$ cat src/sv/dhl_pkg.sv
// ----------------------------------------------------------------------------
// dhl_pkg: shared constants for the double hash label table
// Field widths and action codes used by the table and its divider.
// ----------------------------------------------------------------------------
`default_nettype none

package dhl_pkg;

	localparam int KEY_W  = 31;
	localparam int SLOT_W = 10;

	typedef enum logic {
		ACT_INSERT = 1'b0,
		ACT_CLEAR  = 1'b1
	} action_t;

endpackage

`default_nettype wire

$ cat src/sv/dhl_div.sv
// ----------------------------------------------------------------------------
// dhl_div: divider by a fixed divisor using reciprocal multiplication
// One shared multiplier for the reciprocal and back-multiply phases; done pulses when quotient and
// remainder hold.
// ----------------------------------------------------------------------------
`default_nettype none

module dhl_div #(
	parameter int DIVISOR = 1024
) (
	input  wire logic                       clk,
	input  wire logic                       arst_n,
	input  wire logic                       start,
	input  wire logic [dhl_pkg::KEY_W-1:0]  dividend,
	output logic                            done,
	output logic      [dhl_pkg::KEY_W-1:0]  quot,
	output logic      [$clog2(DIVISOR)-1:0] rem
);

	import dhl_pkg::*;

	localparam int RW = $clog2(DIVISOR);
	localparam int MW = 32;
	localparam int PW = KEY_W + MW;
	// ceil(2^(KEY_W+RW) / DIVISOR): exact quotient for every KEY_W-bit dividend
	localparam logic [63:0] RECIP_WIDE =
		((64'd1 << (KEY_W + RW)) + 64'(DIVISOR) - 64'd1) / 64'(DIVISOR);
	localparam logic [MW-1:0] RECIP = MW'(RECIP_WIDE);

	typedef enum logic [3:0] {
		PH_IDLE  = 4'b0001,
		PH_RECIP = 4'b0010,
		PH_BACK  = 4'b0100,
		PH_SUB   = 4'b1000
	} phase_t;

	phase_t           phase_q;
	logic             done_q;
	logic [KEY_W-1:0] work_q;
	logic [KEY_W-1:0] quot_q;
	logic [PW-1:0]    prod_q;
	logic [RW-1:0]    rem_q;

	logic [KEY_W-1:0] quot_est;
	logic [KEY_W-1:0] mul_a;
	logic [MW-1:0]    mul_b;
	logic [PW-1:0]    mul_p;

	assign quot_est = KEY_W'(prod_q >> (KEY_W + RW));
	assign mul_a    = (phase_q == PH_RECIP) ? work_q : quot_est;
	assign mul_b    = (phase_q == PH_RECIP) ? RECIP : MW'(DIVISOR);
	assign mul_p    = PW'(mul_a) * PW'(mul_b);

	always_ff @(posedge clk or negedge arst_n) begin
		if (!arst_n) begin
			phase_q <= PH_IDLE;
			done_q  <= 1'b0;
		end else begin
			done_q <= (phase_q == PH_SUB);
			if (start) begin
				phase_q <= PH_RECIP;
			end else begin
				unique case (phase_q)
					PH_IDLE:  phase_q <= PH_IDLE;
					PH_RECIP: phase_q <= PH_BACK;
					PH_BACK:  phase_q <= PH_SUB;
					PH_SUB:   phase_q <= PH_IDLE;
					default:  phase_q <= PH_IDLE;
				endcase
			end
		end
	end

	always_ff @(posedge clk) begin
		if (start) begin
			work_q <= dividend;
		end
		if ((phase_q == PH_RECIP) || (phase_q == PH_BACK)) begin
			prod_q <= mul_p;
		end
		if (phase_q == PH_BACK) begin
			quot_q <= quot_est;
		end
		if (phase_q == PH_SUB) begin
			rem_q <= work_q[RW-1:0] - prod_q[RW-1:0];
		end
	end

	assign done = done_q;
	assign quot = quot_q;
	assign rem  = rem_q;

endmodule

`default_nettype wire

$ cat config.mk
export PLATFORM = sky130hd
export DESIGN_NAME = dhl_div
export DESIGN_NICKNAME = d
export VERILOG_FILES = /design/src/sv/dhl_pkg.sv /design/src/sv/dhl_div.sv
export SDC_FILE = /design/constraint.sdc
export NUM_CORES = 1
export LEC_CHECK = 0
export BUFFER_PORTS_ARGS = -buffer_cell sky130_fd_sc_hd__buf_2
export CAP_MARGIN = 5
export CORE_ASPECT_RATIO = 0.75
export CORE_UTILIZATION = 60
export CTS_BUF_LIST = sky130_fd_sc_hd__clkbuf_4 sky130_fd_sc_hd__clkbuf_8
export CTS_CLUSTER_DIAMETER = 60
export DETAILED_ROUTE_END_ITERATION = 12
export HOLD_SLACK_MARGIN = 0.1
export PLACE_DENSITY = 0.83
export SYNTH_ARGS = -nofsm -noshare
export SYNTH_HDL_FRONTEND = slang
export SYNTH_SLANG_ARGS = --single-unit
$ cat constraint.sdc
create_clock -name clk -period 7.9 [get_ports clk]
set_input_delay 1.185 -clock clk [delete_from_list [all_inputs] [get_ports clk]]
set_output_delay 1.185 -clock clk [all_outputs]
set_load 0.01 [all_outputs]
Word level (Yosys, flattened, before mapping):

Cells that the tools add are included.

* bits in registers: 131
* bits of input ports: 34
* output and inout port bits: 42
* word-level logic and storage cells: 16

* $add $sub $neg: 1
* $mul: 1
* equality and inequality tests: 3
* multiplexer cells: 4
* reductions and logical operators: 1

Operators with widths (number)
* $mul 31x32->63: 1
* $mux 32: 1
* $mux 31: 1
* $sub 10x10->10: 1
* $pmux 4 s2: 1
* $eq 4x2->1 const B: 1
* $eq 4x3->1 const B: 1
* $eq 4x4->1 const B: 1
* $mux 4: 1
* $logic_or 1x1->1: 1

Depth between registers and ports, before layout:

* depth after elaboration: 3
* gate-level depth with buffers: 14
* mapped depth without buffers: 11

Worst setup path before layout:

OpenSTA, ideal clock, no wires.

* kind: register to register
* start point: register phase_q[2]
* end point: register prod_q[44] (data pin)
* library setup time: 0.174 ns
* arrival time: 2.571 ns
* data required time: 7.726 ns
* path slack: 5.155 ns
* cell stages (with the launch flop): 11
* clock period less this slack: 2.745 ns
* cell sequence: dfrtp_1 nor4b_1 clkbuf_1 and2_1 ha_1 ha_1 ha_1 and4_1 nor2_1 mux2_2 a311oi_1

* cells in the longest elaborated chain, start to end: 3
* elaborated cells on any way between the ends: 4
* classes of those cells: mul: 1; eq/ne: 1; mux: 2

RTL lines
* start: declaration: line dhl_div.sv:37 `phase_t phase_q;`
* start signal: assignment: line dhl_div.sv:56 `phase_q <= PH_IDLE;`
* start signal: assignment: line dhl_div.sv:61 `phase_q <= PH_RECIP;`
* start signal: assignment: line dhl_div.sv:64 `PH_IDLE: phase_q <= PH_IDLE;`
* $eq 4x2->1 (*): line dhl_div.sv:50, dhl_div.sv:51
* $mux 31 / $mux 32 (equally long branches): line dhl_div.sv:50, dhl_div.sv:51
* $mul 31x32->63 (*): line dhl_div.sv:52 `assign mul_p = PW'(mul_a) * PW'(mul_b);`
* via mul_p[44]: line dhl_div.sv:47 `logic [PW-1:0] mul_p;`
* end signal: assignment: line dhl_div.sv:79 `prod_q <= mul_p;`
* end: declaration: line dhl_div.sv:41 `logic [PW-1:0] prod_q;`

Mark *: on every way through the listed nets, which the timed path passes. The rest lies on a longest branch.
A chain may end at the register's enable or synchronous reset.

Worst setup path in the final report:

Same ends and word-level chain as after synthesis.

==> flow_summary.yaml <==
cells_and_area:
  fin_util_pct: 72.62
  layout_common_cells: "edfxtp_1 (85), buf_2 (66), ha_1 (33)"
  n_antenna_cell: 0
  multi_input_area_um2: 1305
  final_common_cell: "edfxtp_1"
  final_nets: 419
  fillers: 413
  synthToLayoutAreaGrowth_pct: 14.95
  drive_gt1_share_pct: 26.05
  stdcell_count: 438
  regArea_um2: 2679
sta:
  slew_violations: 0
  tns_ns: 0
  setup_ws_ns: 4.817
  slew_headroom_pct: 27.41
  setup_viol: 0
  hold_viol: 0
  period_needed_ns: 3.083
  finalClockSkew_ns: 0.006472
  rsz0062_at_grt: "no"
  max_freq_ghz: 0.3243
  worst_pin_slew_ns: 1.086
  period_share_pct: 39.03
grt:
  grt_pass1_wl_um: 10610
  grt_usage_pct: 20.39
  gr-total-overflow: 0
  antenna_found_initial: 0
  grt_max_degree: 36
  grt_pass1_vias: 2235
worst_setup_path:
  crit_buf_inv: 0
  critical_path.top_delay_family: "simple AND/OR/NAND/NOR gates"
  end_kind: "register"
  cp_cell_sequence: "nor4b_2 > and2_1 > ha_1 > ha_1 > ha_1 > and4_1 > nor2_1 > mux2_2 > a311oi_1"
  startpoint: "phase_q[2]"
  worstReg2RegStart: "phase_q[2]"
  crit_type: "reg2reg"
  crit_slowest_cell: "nor4b_2"
  slowest_delay_ns: 0.94
  cp.required_ns: 8.09
  worstPathArrival_ns: 3.27
  critPathMaxFanout: 13
  rrSetupSlack_ns: 4.82
  crit_top_cell: "ha_1"
  start_kind: "register"
clocking:
  cts_buffers: 9
  root_buffer: "clkbuf_8"
  clk_pin_slew_ns: 0.09
  cts.path.max_buffers: 2
  cts_hold_buf: 0
  cts-resized-gates: 0
  clock_sinks: 90
  h-tree-depth: 3
  cts_setup_buffers: 0
  cts_tree: "yes"
  clkLatencyLatePin_ns: 0.36
floorplan:
  die_w_um: 96.89
  num_rows: 25
  die_y_um: 73.17
  die-area_um2: 7089
  start_util_pct: 63.18
  core_um2: 6412
  top_level_ports: 76
job:
  cap_violations: 0
place:
  place_ws_ns: 4.881
  place.gp.congestion: 0.8194
  dp_cells: 422
  dp_hpwl_um: 4895
  port_buffers: 66
detailed_routing:
  drtIter0Drc: 204
  drc: 0
  dr.pass1.iters: 4
  drtAntennaViolNets: 0
  wl_per_cell_um: 15.67
  totalWireLength_um: 6865
  viasPerCell: 5.505
  vias: 2411
min_path:
  min_from: "prod_q[45]"
  hp-class: "reg2reg"
logic_synthesis:
  ys.flop_type: "edfxtp_1"
  synth_top_family_by_area: "simple AND/OR/NAND/NOR gates"
  synth_compound_area_share_pct: 6.331
  synthSimpleGateAreaFrac_pct: 10.62
  syn_avg_cell_area_um2: 14.52
  yosysWarningCount: 0
  synthCells: 279
  seq_area_frac_synth_pct: 66.12
  ys_types: 47
  async_flop_share_pct: 5.556
  synth_area_um2: 4051
  muxShareOfSynthArea_pct: 2.007
  synth_seq_cells: 90
  synth_adder_area_share_pct: 10.19
  synth_xor_area_share_pct: 1.081
  synth_edf_count: 85
power:
  p_leak_nw: 1.981
  power_w: 0.0009689
  p_per_area_nw_per_um2: 208.0
  vdd.ir_drop.worst_mv: 0.1750
outcome:
  status: "complete, no violations"
## power breakdown
part / switching, W / internal, W
clock: 0.000166 / 0.000154
combinational: 0.0000479 / 0.0000304
sequential: 0.0000143 / 0.000556
total: 0.000228 / 0.000740
## cell type report
cell class,count,share of cell area [%]
Multi-Input combinational cell,177,28.02
Timing Repair Buffer,68,7.415
Inverter,6,0.4836
Sequential cell,90,57.52
Tap cell,81,2.176
Clock buffer,10,2.821
Clock inverter,6,1.558
## metrics by stage
| step | instance area [um^2] | hold WS [ns] |
|---|---|---|
| floorplan | 4115 | 0.4003 |
| global placement | 4453 | 0.4019 |
| detailed placement | 4453 | 0.4045 |
| CTS | 4657 | 0.4223 |
| global route | 4657 | 0.4304 |
| finish | 4657 | 0.4214 |
## cells in the mapped netlist (3+ instances only)
master     n  area share [%]
or4_1      4            0.74
and2_1    13             2.0
nor2_1     6            0.56
ha_1      33              10
o211a_1    3            0.74
nand2b_1   6            0.93
mux2i_1    7             1.7
a21oi_1    9             1.1
nor3_1     7            0.86
o211ai_1   4            0.74
dfrtp_1    4             2.5
buf_4      9             1.7
xnor2_1    3            0.65
inv_1      6            0.56
nand3_1    3            0.37
edfxtp_1  85              63
nand2_1   24             2.2
o21ai_0    5            0.62
clkbuf_1  13             1.2
## kinds of logic after synthesis
family,after synthesis
compound gates,36
xor+xnor,5
fa+ha+maj,33
buf+inv,29
flops,90
mux,8
other cells,1
simple gates,77
## flip-flops by register name, indices dropped and copies added (netlist names)
register,cells
prod_q,22
rem,10
work_q,31
done,1
phase_q,4
quot,22
## path summary, 6_finish.rpt
| check | end | cells after the start |
|---|---|---|
| setup / recovery | prod_q[44] | 9 |
| hold / removal | quot[4] | 0 |
| setup reg to reg | prod_q[44] | 9 |
| hold reg to reg | quot[4] | 0 |
| max in group asynchronous | phase_q[0] | 1 |
| min in group asynchronous | done | 1 |
## metal layers
metal | up-vias | wire length [um] | GRT usage, %
met1 | 1145 | 3057 | 25.90
met3 | 11 | 370 | 7.375
met5 | - | 0 | 0
met4 | 0 | 88 | 5.970
li1 | 1168 | - | -
met2 | 87 | 3348 | 33.49
## worst reg2reg max path, stage by stage, from the launching register on
cell and delay, ns:
dfrtp_1 0.43, nor4b_2 0.94, and2_1 0.26, ha_1 0.16, ha_1 0.14, ha_1 0.21, and4_1 0.26, nor2_1 0.05
mux2_2 0.27, a311oi_1 0.19
Note: power is estimated with default switching activity, not from simulation.
